--- config.mk ---
export PLATFORM = sky130hd
export DESIGN_NAME = int64_to_decimal_ascii_flat
export DESIGN_NICKNAME = d
export VERILOG_FILES = /design/src/hdl/i2d_pkg.sv /design/src/hdl/i2d_in_if.sv /design/src/hdl/i2d_out_if.sv /design/src/hdl/i2d_conv.sv /design/src/hdl/i2d_emit.sv /design/src/hdl/int64_to_decimal_ascii.sv /design/src/flat_wrapper.sv
export SDC_FILE = /design/constraint.sdc
export NUM_CORES = 1
export LEC_CHECK = 0
export BUFFER_PORTS_ARGS = -buffer_cell sky130_fd_sc_hd__buf_2
export CAP_MARGIN = 20
export CORE_UTILIZATION = 48
export CTS_BUF_LIST = sky130_fd_sc_hd__clkbuf_8
export DETAILED_ROUTE_END_ITERATION = 6
export PLACE_DENSITY_LB_ADDON = 0.25
export SETUP_SLACK_MARGIN = 0.2
export SLEW_MARGIN = 5
export SYNTH_ARGS = -nofsm -noshare
export SYNTH_HDL_FRONTEND = slang
export SYNTH_SLANG_ARGS = --single-unit
--- constraint.sdc ---
create_clock -name clk -period 6.11 [get_ports clk]
set_input_delay 1.222 -clock clk [delete_from_list [all_inputs] [get_ports clk]]
set_output_delay 1.222 -clock clk [all_outputs]
set_load 0.02 [all_outputs]
--- src/hdl/i2d_pkg.sv ---
// Shared types and constants of the 64-bit binary to decimal ASCII converter.
`default_nettype none
package i2d_pkg;

	localparam int VALUE_W       = 64;
	localparam int NUM_DIGITS    = 20;
	localparam int DIGIT_W       = 4;
	localparam int BITS_PER_STEP = 4;
	localparam int STEPS         = VALUE_W / BITS_PER_STEP;
	localparam int CHAR_W        = 6;
	localparam int LEN_W         = 5;
	localparam int IDX_W         = $clog2(NUM_DIGITS);

	localparam logic [CHAR_W-1:0] ASCII_ZERO  = 6'd48;
	localparam logic [CHAR_W-1:0] ASCII_MINUS = 6'd45;

	typedef logic [DIGIT_W-1:0] digit_t;

	// Finished conversion handed from the converter to the emitter
	typedef struct packed {
		digit_t [NUM_DIGITS-1:0] digits;
		logic                    negative;
	} conv_res_t;

endpackage
`default_nettype wire

--- src/hdl/i2d_in_if.sv ---
// Input channel: 64-bit value and conversion mode with valid/ready handshake.
`default_nettype none
interface i2d_in_if;
	logic                         valid;
	logic                         ready;
	logic [i2d_pkg::VALUE_W-1:0]  value;
	logic                         mode;

	modport source (output valid, output value, output mode, input ready);
	modport sink   (input valid, input value, input mode, output ready);
endinterface
`default_nettype wire

--- src/hdl/i2d_out_if.sv ---
// Output channel: one ASCII character per transaction with length and last flag.
`default_nettype none
interface i2d_out_if;
	logic                        valid;
	logic                        ready;
	logic [i2d_pkg::CHAR_W-1:0]  character;
	logic [i2d_pkg::LEN_W-1:0]   text_length;
	logic                        last;

	modport source (output valid, output character, output text_length, output last,
		input ready);
	modport sink   (input valid, input character, input text_length, input last,
		output ready);
endinterface
`default_nettype wire

--- src/hdl/i2d_conv.sv ---
// Iterative shift-and-add-3 converter: binary magnitude to 20 BCD digits.
`default_nettype none
module i2d_conv (
	input  wire logic                        clk,
	input  wire logic                        arst_n,
	input  wire logic                        start,
	input  wire logic [i2d_pkg::VALUE_W-1:0] mag,
	input  wire logic                        negative,
	output logic                             idle,
	output logic                             res_valid,
	input  wire logic                        res_take,
	output i2d_pkg::conv_res_t               res
);

	localparam int CNT_W = $clog2(i2d_pkg::STEPS);
	localparam int BCD_W = i2d_pkg::NUM_DIGITS * i2d_pkg::DIGIT_W;

	logic                        busy_q;
	logic                        done_q;
	logic [CNT_W-1:0]            cnt_q;
	logic [i2d_pkg::VALUE_W-1:0] bin_q;
	logic [BCD_W-1:0]            bcd_q;
	logic                        neg_q;
	logic [BCD_W-1:0]            bcd_next;

	// One bit of double dabble: correct digits of five or more, then shift in
	function automatic logic [BCD_W-1:0] dabble(input logic [BCD_W-1:0] bcd,
		input logic bit_in);
		logic [BCD_W-1:0] adj;
		logic [i2d_pkg::DIGIT_W-1:0] dig;
		adj = bcd;
		for (int i = 0; i < i2d_pkg::NUM_DIGITS; i++) begin
			dig = bcd[i*i2d_pkg::DIGIT_W +: i2d_pkg::DIGIT_W];
			if (dig >= 4'd5) begin
				adj[i*i2d_pkg::DIGIT_W +: i2d_pkg::DIGIT_W] = dig + 4'd3;
			end
		end
		return {adj[BCD_W-2:0], bit_in};
	endfunction

	// Shared unit applied to the top bits of the operand, most significant first
	always_comb begin
		bcd_next = bcd_q;
		for (int b = 0; b < i2d_pkg::BITS_PER_STEP; b++) begin
			bcd_next = dabble(bcd_next, bin_q[i2d_pkg::VALUE_W-1-b]);
		end
	end

	// Sequencer
	always_ff @(posedge clk or negedge arst_n) begin
		if (!arst_n) begin
			busy_q <= 1'b0;
			done_q <= 1'b0;
			cnt_q  <= '0;
		end else begin
			if (start) begin
				busy_q <= 1'b1;
				cnt_q  <= '0;
			end else if (busy_q) begin
				cnt_q <= cnt_q + CNT_W'(1);
				if (cnt_q == CNT_W'(i2d_pkg::STEPS - 1)) begin
					busy_q <= 1'b0;
					done_q <= 1'b1;
				end
			end
			if (done_q && res_take) begin
				done_q <= 1'b0;
			end
		end
	end

	// Operand and digit registers
	always_ff @(posedge clk) begin
		if (start) begin
			bin_q <= mag;
			bcd_q <= '0;
			neg_q <= negative;
		end else if (busy_q) begin
			bin_q <= {bin_q[i2d_pkg::VALUE_W-i2d_pkg::BITS_PER_STEP-1:0],
				i2d_pkg::BITS_PER_STEP'(0)};
			bcd_q <= bcd_next;
		end
	end

	assign idle          = !busy_q && !done_q;
	assign res_valid     = done_q;
	assign res.digits    = bcd_q;
	assign res.negative  = neg_q;

endmodule
`default_nettype wire

--- src/hdl/i2d_emit.sv ---
// Character emitter: sizes the text and sends sign and digits one per transaction.
`default_nettype none
module i2d_emit (
	input  wire logic                clk,
	input  wire logic                arst_n,
	input  wire logic                res_valid,
	output logic                     res_take,
	input  wire i2d_pkg::conv_res_t  res,
	i2d_out_if.source                out_ch
);

	logic                                         active_q;
	logic                                         sign_q;
	logic [i2d_pkg::IDX_W-1:0]                    idx_q;
	logic [i2d_pkg::LEN_W-1:0]                    len_q;
	i2d_pkg::digit_t [i2d_pkg::NUM_DIGITS-1:0]    digits_q;
	logic [i2d_pkg::IDX_W-1:0]                    msd;
	logic                                         fire;

	// Position of the most significant nonzero digit (zero if all digits are zero)
	always_comb begin
		msd = '0;
		for (int i = 0; i < i2d_pkg::NUM_DIGITS; i++) begin
			if (res.digits[i] != '0) begin
				msd = i2d_pkg::IDX_W'(i);
			end
		end
	end

	assign res_take = res_valid && !active_q;
	assign fire     = out_ch.valid && out_ch.ready;

	// Control
	always_ff @(posedge clk or negedge arst_n) begin
		if (!arst_n) begin
			active_q <= 1'b0;
			sign_q   <= 1'b0;
			idx_q    <= '0;
		end else if (res_take) begin
			active_q <= 1'b1;
			sign_q   <= res.negative;
			idx_q    <= msd;
		end else if (fire) begin
			if (sign_q) begin
				sign_q <= 1'b0;
			end else if (idx_q == '0) begin
				active_q <= 1'b0;
			end else begin
				idx_q <= idx_q - i2d_pkg::IDX_W'(1);
			end
		end
	end

	// Text payload
	always_ff @(posedge clk) begin
		if (res_take) begin
			digits_q <= res.digits;
			len_q    <= i2d_pkg::LEN_W'(msd) + i2d_pkg::LEN_W'(1)
				+ i2d_pkg::LEN_W'(res.negative);
		end
	end

	assign out_ch.valid       = active_q;
	assign out_ch.character   = sign_q ? i2d_pkg::ASCII_MINUS
		: i2d_pkg::ASCII_ZERO + i2d_pkg::CHAR_W'(digits_q[idx_q]);
	assign out_ch.text_length = len_q;
	assign out_ch.last        = !sign_q && (idx_q == '0);

endmodule
`default_nettype wire

--- src/hdl/int64_to_decimal_ascii.sv ---
// Top level: 64-bit signed/unsigned integer to decimal ASCII character stream.
// The accepted value runs through the converter's 16 steps of 4 bits each; the result
// is then handed off into the emitter, which offers the first character.
// Throughput: one character per cycle while out_ch.ready is high; the next value is
// taken while the previous text is sent.
// Reset: arst_n clears all handshake and sequencer state; no text is pending.
`default_nettype none
module int64_to_decimal_ascii (
	input  wire logic  clk,
	input  wire logic  arst_n,
	i2d_in_if.sink     in_ch,
	i2d_out_if.source  out_ch
);

	logic                        conv_idle;
	logic                        start;
	logic                        negative;
	logic [i2d_pkg::VALUE_W-1:0] mag;
	logic                        res_valid;
	logic                        res_take;
	i2d_pkg::conv_res_t          res;

	// Accept a new transaction whenever the converter is free
	assign in_ch.ready = conv_idle;
	assign start       = in_ch.valid && in_ch.ready;

	// Sign handling: negative signed values convert their magnitude
	assign negative = in_ch.mode && in_ch.value[i2d_pkg::VALUE_W-1];
	assign mag      = negative ? (i2d_pkg::VALUE_W'(0) - in_ch.value) : in_ch.value;

	i2d_conv u_conv (
		.clk       (clk),
		.arst_n    (arst_n),
		.start     (start),
		.mag       (mag),
		.negative  (negative),
		.idle      (conv_idle),
		.res_valid (res_valid),
		.res_take  (res_take),
		.res       (res)
	);

	i2d_emit u_emit (
		.clk       (clk),
		.arst_n    (arst_n),
		.res_valid (res_valid),
		.res_take  (res_take),
		.res       (res),
		.out_ch    (out_ch)
	);

endmodule
`default_nettype wire
--- src/flat_wrapper.sv ---
// flat-port wrapper written by rule: the top's interface ports become plain ports
module int64_to_decimal_ascii_flat 
  (clk, arst_n, in_ch_valid, in_ch_value, in_ch_mode, in_ch_ready, out_ch_valid, out_ch_character, out_ch_text_length, out_ch_last, out_ch_ready);
  i2d_in_if in_ch_i ();
  i2d_out_if out_ch_i ();
  input  wire logic clk;
  input  wire logic arst_n;
  input wire logic [$bits(in_ch_i.valid)-1:0] in_ch_valid;
  input wire logic [$bits(in_ch_i.value)-1:0] in_ch_value;
  input wire logic [$bits(in_ch_i.mode)-1:0] in_ch_mode;
  output wire logic [$bits(in_ch_i.ready)-1:0] in_ch_ready;
  output wire logic [$bits(out_ch_i.valid)-1:0] out_ch_valid;
  output wire logic [$bits(out_ch_i.character)-1:0] out_ch_character;
  output wire logic [$bits(out_ch_i.text_length)-1:0] out_ch_text_length;
  output wire logic [$bits(out_ch_i.last)-1:0] out_ch_last;
  input wire logic [$bits(out_ch_i.ready)-1:0] out_ch_ready;
  assign in_ch_i.valid = in_ch_valid;
  assign in_ch_i.value = in_ch_value;
  assign in_ch_i.mode = in_ch_mode;
  assign in_ch_ready = in_ch_i.ready;
  assign out_ch_valid = out_ch_i.valid;
  assign out_ch_character = out_ch_i.character;
  assign out_ch_text_length = out_ch_i.text_length;
  assign out_ch_last = out_ch_i.last;
  assign out_ch_i.ready = out_ch_ready;
  int64_to_decimal_ascii u_core (.clk(clk), .arst_n(arst_n), .in_ch(in_ch_i), .out_ch(out_ch_i));
endmodule
==> flow_summary.toml, run 1 <==
[synthesis]
ys_ff_latch = 243
synthTopCellsByCount = "nand2_1, o21ai_0, inv_1, ha_1, edfxtp_1"
dominantRegCellSynth = "edfxtp_1"
synth.distinct_cells = 89
synth_top_area_share_pct = 21.7
synth_seq_area_share_pct = 31.0
syn-num-nets = 2617
syn-cell-area_sq_um = 20700
synth_top_cell_by_area = "edfxtp_1"
synth.most_common_cell = "nand2_1"
ys_warn_count = 0
netlist_top_cells_area = "edfxtp_1, ha_1, dfxtp_1, nand2_1, o21ai_0"
synthCells = 2380
synthArstFlopShare_pct = 5.35
syn_avg_cell_area_sq_um = 8.71
synth_edf_count = 150

[clocking]
clockBufferDepth = 3
clk_latency_ns = 0.62
cts_inserted_buffers = 46
path_clk_slew_ns = 0.06
htreeDepth = 2
cts_hold_buf = 0
cts_tree = "yes"
root_buffer = "clkbuf_8"
cts_post_setup_buffers_inserted = 0
cts_resized = 0
cts_sinks = 243

[global_route]
grt_max_degree = 113
grt_util_all_layers_pct = 22.8
grt_pass1_wl_mm = 82.8
grt_pass1_vias = 17000
grt_antenna_before_repair = 1
grt-ovfl-total = 0

[finish]
finish.net_count = 2667
post-route-util_pct = 53.2
area_growth_syn_to_layout_pct = 8.37
drive_gt1_share_pct = 10.8
stdcell_count = 3008

[die]
dieArea_sq_um = 44000
die_h_um = 210
io_pins = 83
die_w_um = 210
fp.coreArea_sq_um = 42200
placementRows = 75
initial_core_util_pct = 49.1

[timing]
setup_viol = 0
post-route-period-util_pct = 89.4
hold_viol = 0
rsz0062_at_grt = "false"
clock_skew_ns = 0.0275
tightest_slew_ns = 1.13
max_freq_mhz = 183
tns_ns = 0
maxSlewHeadroom_pct = 24.4
layout_min_cycle_time_ns = 5.46
drv_slew = 0

[placed_design]
hpwlAfterDp_mm = 36.4
placedCellCount = 2921
gp_congestion = 0.891
port_buffers = 81

[job]
maxCapViolations = 0

[drt]
drtAntennaViolNets = 0
wl_per_cell_um = 16.5
dr.pass1.iters = 5
vias_per_cell = 5.83
wl_mm = 49.8
vias = 17500
initialDrtViolationCount = 1071
drc_errors = 0

[worst_setup_path]
slowest_stage = "dfxtp_1"
path_cells = "inv_1 -> ha_1 -> nor2b_1 -> nor3_1 -> a21o_1 -> inv_1 -> ha_1 -> nor2b_1 -> o311ai_0 -> a22oi_1 -> xnor2_1 -> inv_1 -> ha_1 -> nor2b_1 -> o21ai_1 -> xor2_1 -> inv_1 -> ha_1 -> nand2b_1 -> o2111a_1 -> a311oi_1 -> mux2_2 -> o22ai_1"
cp-end-kind = "flop"
criticalPathCategory = "reg2reg"
reg2reg_slack_ns = 0.65
slowest_delay_ns = 0.49
cp_data_required_time_ns = 6.64
arrival_ns = 5.99
cp_max_fo = 9
startpoint_type = "flop"

[min_path]
hp-class = "reg2reg"

[outcome]
status = "complete, no violations"
==> registers in the layout, summed over array words and instances, names as in the netlist, 4 cells and up <==
signal	flops
u_core.u_emit.out_ch.text_length	5
u_core.u_conv.cnt_q	4
u_core.u_conv.bcd_q	80
u_core.u_emit.digits_q	80
u_core.u_conv.bin_q	64
u_core.u_emit.idx_q	5
==> cells in the final DEF (no fill, tap or decap), types with 14 or more instances in the layout <==
cell       instances
clkbuf_8          58
nor2b_1           47
a21o_1            35
o221ai_1          16
a211o_1           14
or3b_2            17
nand2b_1          72
inv_1            202
xnor2_1           82
nor3_1            25
nand3_1           22
ha_1             168
a221oi_1          16
a211oi_1          23
nor2_1           134
mux2_2            35
o31ai_1           24
a31oi_1           36
o22ai_1           21
o211ai_1          26
mux2i_1           75
o21ai_0          189
a21oi_1           92
nor3b_1           22
o21a_1            14
edfxtp_1         150
a2bb2oi_1         14
or3_1             21
and2_1            50
mux4_2            24
buf_2             81
xor2_1            41
nand2_1          284
dfxtp_1           80
==> critical path: cells and delay by family (launching register included) <==
family | cells | cell delay (ns)
buf+inv | 4 | 0.42
compound gates | 7 | 1.68
flops | 1 | 0.49
xor+xnor | 2 | 0.57
simple gates | 5 | 0.96
fa+ha+maj | 4 | 0.92
mux | 1 | 0.38
==> final timing paths <==
check / startpoint / end / depth (start not counted)
max: u_core.u_conv.bcd_q[32] / u_core.u_conv.bcd_q[38] / 23
min reg2reg: u_core.u_conv.bin_q[60] / u_core.u_conv.bcd_q[0] / 2
max in group asynchronous: arst_n / u_core.u_conv.busy_q / 1
min: u_core.u_conv.bin_q[60] / u_core.u_conv.bcd_q[0] / 2
min in group asynchronous: arst_n / u_core.u_emit.idx_q[0] / 1
max reg2reg: u_core.u_conv.bcd_q[32] / u_core.u_conv.bcd_q[38] / 23
==> area by class of cell <==
type,instances,area [sq um]
fillers,3842,19800
multi-input cells,1854,13200
flip-flops and latches,243,6430
clock buffers,58,798
inverters,195,734
well taps,539,674
repair buffers,90,485
clock inverters,28,123
diodes,1,2.50
==> cell families (layout without fill, tap and decap cells) <==
logic type,count (synthesis),after routing,share of synthesized area (%)
AO/OA/AOI/OAI,654,654,21.2
XOR/XNOR,123,123,5.20
other,1,2,0.0181
AND/OR/NAND/NOR,774,774,19.0
adder cells (fa/ha/maj),168,168,10.1
buffers and inverters,283,371,5.32
flip-flops,243,243,31.0
multiplexers,134,134,8.13
==> per-stage QoR <==
stage	setup WS (ns)	instance area (sq um)	hold WS, ns
final	0.646	22500	0.460
after CTS	0.567	22500	0.453
after global routing	0.219	22500	0.478
after detailed placement	0.688	21500	0.445
after floorplan	1.28	20700	0.403
after global placement	1.01	21500	0.452
==> routing by layer <==
metal / track usage (%) / part of all wire (%) / vias up / wire, um
met5: 0 / 0 / - / 0
met4: 7.25 / 2.4 / 0 / 1200
met3: 3.40 / 4.4 / 79 / 2210
met2: 38.9 / 48 / 349 / 23800
met1: 29.7 / 45 / 8321 / 22600
li1: - / - / 8775 / -
Power of run 1 is not shown: default switching activity piles up to over one toggle a cycle in this logic, so the estimate is an artifact.
==> run 2: changes to the inputs <==
- PLACE_DENSITY: not set -> 0.73
- PLACE_DENSITY_LB_ADDON: 0.25 -> not set
==> run 2 against run 1 <==
  * Global-route usage is 0.45 points lower
  * Register-to-register slack hardly changed
  * Highest routed layer unchanged
  * Largest cell class unchanged
  * Final cell count hardly changed
==> flow_summary.toml, run 2 (synthesis gave the netlist of run 1 again) <==
[worst_setup_path]
criticalPathCategory = "reg2reg"
critPathCapture = "u_core.u_conv.bcd_q[42]"
r2r_end = "u_core.u_conv.bcd_q[42]"
cp_max_fo = 9
crit_path_start = "u_core.u_conv.bcd_q[40]"
cp_data_required_time_ns = 6.59
slowest_stage = "o21ai_0"
critical_path.top_delay_family = "compound AO/OA/AOI/OAI gates"
cp_num_buf_inv = 4
startpoint_type = "flop"
path_cells = "inv_1 -> ha_1 -> nor2b_1 -> a2bb2oi_1 -> and2_1 -> inv_1 -> ha_1 -> nor2b_1 -> o311ai_0 -> a22oi_1 -> xnor2_1 -> inv_1 -> ha_1 -> nor2b_1 -> o21ai_0 -> xor2_1 -> inv_1 -> ha_1 -> nand2b_1 -> o2111a_1 -> a311oi_1 -> mux2_2 -> o22ai_1"
arrival_ns = 5.94
r2r-start = "u_core.u_conv.bcd_q[40]"
cp-end-kind = "flop"
reg2reg_slack_ns = 0.65
path_depth = 23
reg2reg_depth = 23
slowest_delay_ns = 0.40

[global_route]
grt-ovfl-total = 0
grt_max_degree = 124
grt_pass1_vias = 17100
grt_antenna_before_repair = 3
grt_util_all_layers_pct = 22.4
grt_pass1_wl_mm = 82.0

[clocking]
cts_inserted_buffers = 44
root_buffer = "clkbuf_8"
clockBufferDepth = 3
clk_latency_ns = 0.58
cts_sinks = 243
htreeDepth = 2
cts_hold_buf = 0
cts_tree = "yes"
cts_resized = 0
path_clk_slew_ns = 0.06
cts_post_setup_buffers_inserted = 0

[timing]
max_freq_mhz = 183
layout_min_cycle_time_ns = 5.46
clock_skew_ns = 0.0224
maxSlewHeadroom_pct = 25.2
setup_viol = 0
post-route-period-util_pct = 89.4
drv_slew = 0
tightest_slew_ns = 1.12
rsz0062_at_grt = "false"
tns_ns = 0
hold_viol = 0

[die]
initial_core_util_pct = 49.1
die_w_um = 210
io_pins = 83
die_h_um = 210
fp.coreArea_sq_um = 42200
placementRows = 75
dieArea_sq_um = 44000

[outcome]
status = "complete, no violations"

[finish]
layout_common_cells = "nand2_1, inv_1, o21ai_0"
multi_input_area_sq_um = 13200
finish.net_count = 2666
largestRegisters = "u_core.u_conv.bcd_q: 80 flops, u_core.u_emit.digits_q: 80 flops, u_core.u_conv.bin_q: 64 flops"
final_common_cell = "nand2_1"
seqCellArea_sq_um = 6430
area_growth_syn_to_layout_pct = 8.20
drive_gt1_share_pct = 10.5
fillers = 3776

[placed_design]
port_buffers = 81
hpwlAfterDp_mm = 36.3
gp_congestion = 0.876

[drt]
drc_errors = 0
initialDrtViolationCount = 1458
vias_per_cell = 5.87
drtAntennaViolNets = 0
dr.pass1.iters = 6
vias = 17700
wl_mm = 49.7
wl_per_cell_um = 16.5

[job]
maxCapViolations = 0

[min_path]
hold_depth = 2
hp-class = "reg2reg"
run 2: changes by cell type in the layout (fill, tap and decap cells not counted), sizes merged:
cell	change
buf	+1
bufinv	+2
clkbuf	-7
clkinv	-5
diode	+2
inv	+5
run 2: metal layers:
metal  GRT usage, %  routed length (um)
met5              0                   0
met4           7.00                1060
met3           3.29                2560
met2           38.1               23600
met1           29.2               22500
run 2: worst min-delay path by stage:
stage | from | to | slack (ns)
finish | u_core.u_conv.bin_q[60] | u_core.u_conv.bcd_q[0] | 0.49
global route | arst_n | u_core.u_conv.cnt_q[3] | 0.52
CTS | u_core.u_conv.bin_q[60] | u_core.u_conv.bcd_q[0] | 0.50
detailed placement | u_core.u_conv.bin_q[60] | u_core.u_conv.bcd_q[0] | 0.48
global placement | u_core.u_conv.bin_q[60] | u_core.u_conv.bcd_q[0] | 0.47
floorplan | u_core.u_conv.bcd_q[19] | u_core.u_emit.digits_q[19] | 0.40
run 2: area by class of cell:
type | count | share of cell area, %
Sequential cell | 243 | 28.7
Antenna cell | 3 | 0.0335
Clock buffer | 51 | 3.13
Inverter | 195 | 3.27
Clock inverter | 30 | 0.842
Multi-Input combinational cell | 1854 | 58.9
Tap cell | 539 | 3.01
Timing Repair Buffer | 91 | 2.14
run 2: worst register-to-register path, stage by stage, from the launching register on:
cell and delay [ns]:
dfxtp_1 0.39, inv_1 0.09, ha_1 0.25, nor2b_1 0.33
a2bb2oi_1 0.24, and2_1 0.18, inv_1 0.07, ha_1 0.19
nor2b_1 0.15, o311ai_0 0.31, a22oi_1 0.19, xnor2_1 0.25
inv_1 0.13, ha_1 0.24, nor2b_1 0.16, o21ai_0 0.40
xor2_1 0.29, inv_1 0.12, ha_1 0.20, nand2b_1 0.18
o2111a_1 0.16, a311oi_1 0.35, mux2_2 0.38, o22ai_1 0.14
run 2: per-stage QoR:
| step | cells | setup WS, ns | util, % | hold WS (ns) | cell area, sq um |
|---|---|---|---|---|---|
| floorplan | 2380 | 1.28 | - | 0.403 | 20700 |
| global placement | 2922 | 0.985 | 51.0 | 0.468 | 21500 |
| detailed placement | 2922 | 0.735 | 51.0 | 0.480 | 21500 |
| CTS | 3003 | 0.678 | 53.1 | 0.499 | 22400 |
| global route | 3005 | 0.213 | 53.1 | 0.518 | 22400 |
| finish | 3006 | 0.650 | 53.1 | 0.492 | 22400 |
Power of run 2 is left out for the same reason.
==> run 3: changes to the inputs <==
- ABC_AREA: not set -> 1
==> run 3 against run 2 <==
  * Die area shrank 1.8%
  * Synthesized cell count up 20%
  * Setup slack better by 0.84 ns
  * Critical endpoint is now out_ch_character[1]
  * Core utilization is essentially flat
  * Routed wire length rose by 2.2%
  * Fmax rose by 18%
  * Final cell count rose by 17%
  * Non-clock buffer count rose by 4
  * Register-to-register slack better by 0.90 ns
==> flow_summary.toml, run 3 <==
[timing]
rsz0062_at_grt = "false"
hold_viol = 0
post-route-period-util_pct = 75.7
fin_ws_ns = 1.48
hold-worst-slack_ns = 0.431
max_freq_mhz = 216
drv_slew = 0
tightest_slew_ns = 0.994
layout_min_cycle_time_ns = 4.63
tns_ns = 0
clock_skew_ns = 0.0311
maxSlewHeadroom_pct = 33.7
setup_viol = 0

[drt]
drc_errors = 0
drtAntennaViolNets = 0
vias = 18600
vias_per_cell = 5.31
wl_per_cell_um = 14.5
dr.pass1.iters = 5
initialDrtViolationCount = 1042
wl_mm = 50.8

[min_path]
hold_depth = 0
holdPathEnd = "u_core.u_emit.digits_q[9]"
hp-class = "reg2reg"
min_from = "u_core.u_conv.bcd_q[9]"

[finish]
finish.net_count = 3171
area_growth_syn_to_layout_pct = 9.14
final_common_cell = "nand2_1"
diodes = 0
drive_gt1_share_pct = 13.2
stdcell_count = 3508
fillers = 3951
largestRegisters = "u_core.u_conv.bcd_q: 80 flops, u_core.u_emit.digits_q: 80 flops, u_core.u_conv.bin_q: 64 flops"
layout_common_cells = "nand2_1, inv_1, nor2_1"

[synthesis]
synthArstFlopShare_pct = 5.35
synth.most_common_cell = "nand2_1"
syn-num-nets = 3087
ys_ff_latch = 243
synth_edf_count = 150
netlist_top_cells_area = "edfxtp_1, nand2_1, ha_1, dfxtp_1, inv_1"
syn-cell-area_sq_um = 20400
synth_top_area_share_pct = 22.1
synth_seq_area_share_pct = 31.6
syn_avg_cell_area_sq_um = 7.14
synthCells = 2850
dominantRegCellSynth = "edfxtp_1"
synth_top_cell_by_area = "edfxtp_1"
ys_warn_count = 0
synth.distinct_cells = 59
synthTopCellsByCount = "nand2_1, inv_1, nor2_1, nand3_1, o21ai_0"

[global_route]
grt_max_degree = 78
grt-ovfl-total = 0
grt_pass1_vias = 18100
grt_pass1_wl_mm = 84.1
grt_antenna_before_repair = 0
grt_util_all_layers_pct = 23.3

[clocking]
cts_post_setup_buffers_inserted = 0
cts_hold_buf = 0
cts_tree = "yes"
clk_latency_ns = 0.59
root_buffer = "clkbuf_8"
cts_inserted_buffers = 43
htreeDepth = 2
clockBufferDepth = 3
path_clk_slew_ns = 0.06
cts_sinks = 243
cts_resized = 0

[worst_setup_path]
reg2reg_depth = 28
r2r_end = "u_core.u_conv.bcd_q[73]"
reg2reg_slack_ns = 1.55
cp-end-kind = "output pin"
startpoint_type = "flop"
slowest_stage = "inv_1"
cp_data_required_time_ns = 4.89
criticalPathCategory = "reg2out"
r2r-start = "u_core.u_conv.bcd_q[72]"
cp_max_fo = 24
slowest_delay_ns = 0.71
path_cells = "inv_1 -> o21ai_0 -> o221ai_1 -> o211ai_1 -> nand3_1 -> nand2_1 -> a21oi_1 -> buf_2"
arrival_ns = 3.40

[die]
fp.coreArea_sq_um = 41900
dieArea_sq_um = 43200
io_pins = 83
die_h_um = 208
die_w_um = 208
placementRows = 75
initial_core_util_pct = 48.6

[outcome]
status = "complete, no violations"

[placed_design]
placedCellCount = 3428
port_buffers = 81
pre_cts_slack_ns = 1.64
hpwlAfterDp_mm = 38.3
gp_congestion = 0.937

[job]
maxCapViolations = 0
==> run 3: cell types whose count changed after synthesis, sizes merged, moves of 35 or more <==
cell / previous run / this run
nand2: 285 / 750
inv: 191 / 443
nand3: 22 / 224
nor2: 135 / 256
o21ai: 200 / 300
mux2i: 75 / 0
nand2b: 73 / 0
xnor2: 82 / 18
xor2: 41 / 93
and2: 50 / 3
nor2b: 47 / 0
mux2: 35 / 0
==> run 3: area by class of cell <==
cell class | instances | area [sq um] | area share, %
multi-input cells | 2105 | 12100 | 54.2
well taps | 539 | 674 | 3.04
clock inverters | 31 | 199 | 0.895
clock buffers | 49 | 674 | 3.04
repair buffers | 95 | 510 | 2.30
inverters | 446 | 1680 | 7.54
flip-flops and latches | 243 | 6430 | 29.0
==> run 3: metal layers <==
metal / wire, um / global-route usage [%]
met3: 2300 / 2.67
met1: 22000 / 28.5
met5: 0 / 0
met4: 1400 / 8.10
met2: 25100 / 42.2
==> run 3: worst max path at each step <==
stage / from / end / slack [ns] / cells past startpoint
floorplan: u_core.u_emit.out_ch.valid / u_core.u_emit.idx_q[2] / 0.73 / 4
global placement: u_core.u_conv.bcd_q[72] / u_core.u_conv.bcd_q[73] / 1.79 / 27
CTS: u_core.u_conv.bcd_q[72] / u_core.u_conv.bcd_q[73] / 1.58 / 28
finish: u_core.u_emit.idx_q[1] / out_ch_character[1] / 1.48 / 8
global route: u_core.u_conv.bcd_q[72] / u_core.u_conv.bcd_q[73] / 1.09 / 28
detailed placement: u_core.u_conv.bcd_q[72] / u_core.u_conv.bcd_q[73] / 1.64 / 28
==> run 3: through the flow <==
stage | cell area [sq um] | utilization (%)
detailed placement | 21300 | 51.0
global placement | 21300 | 51.0
finish | 22200 | 53.1
global route | 22200 | 53.1
CTS | 22200 | 53.1
floorplan | 20400 | -
==> run 3: worst max-delay path: cells and delay by family (launching register included) <==
kind	cells	cell delay, ns
compound gates	4	1.03
buf+inv	2	0.94
flops	1	0.68
simple gates	2	0.17
==> run 3: cells by family after synthesis <==
kind of cell	count (synthesis)	share of synthesized area [%]
AO/OA/AOI/OAI	463	13.9
XOR/XNOR	111	5.72
adder cells (fa/ha/maj)	168	10.3
buffers and inverters	502	9.29
flip-flops	243	31.6
other	1	0.0184
AND/OR/NAND/NOR	1362	29.2
Power of run 3 is left out for the same reason.
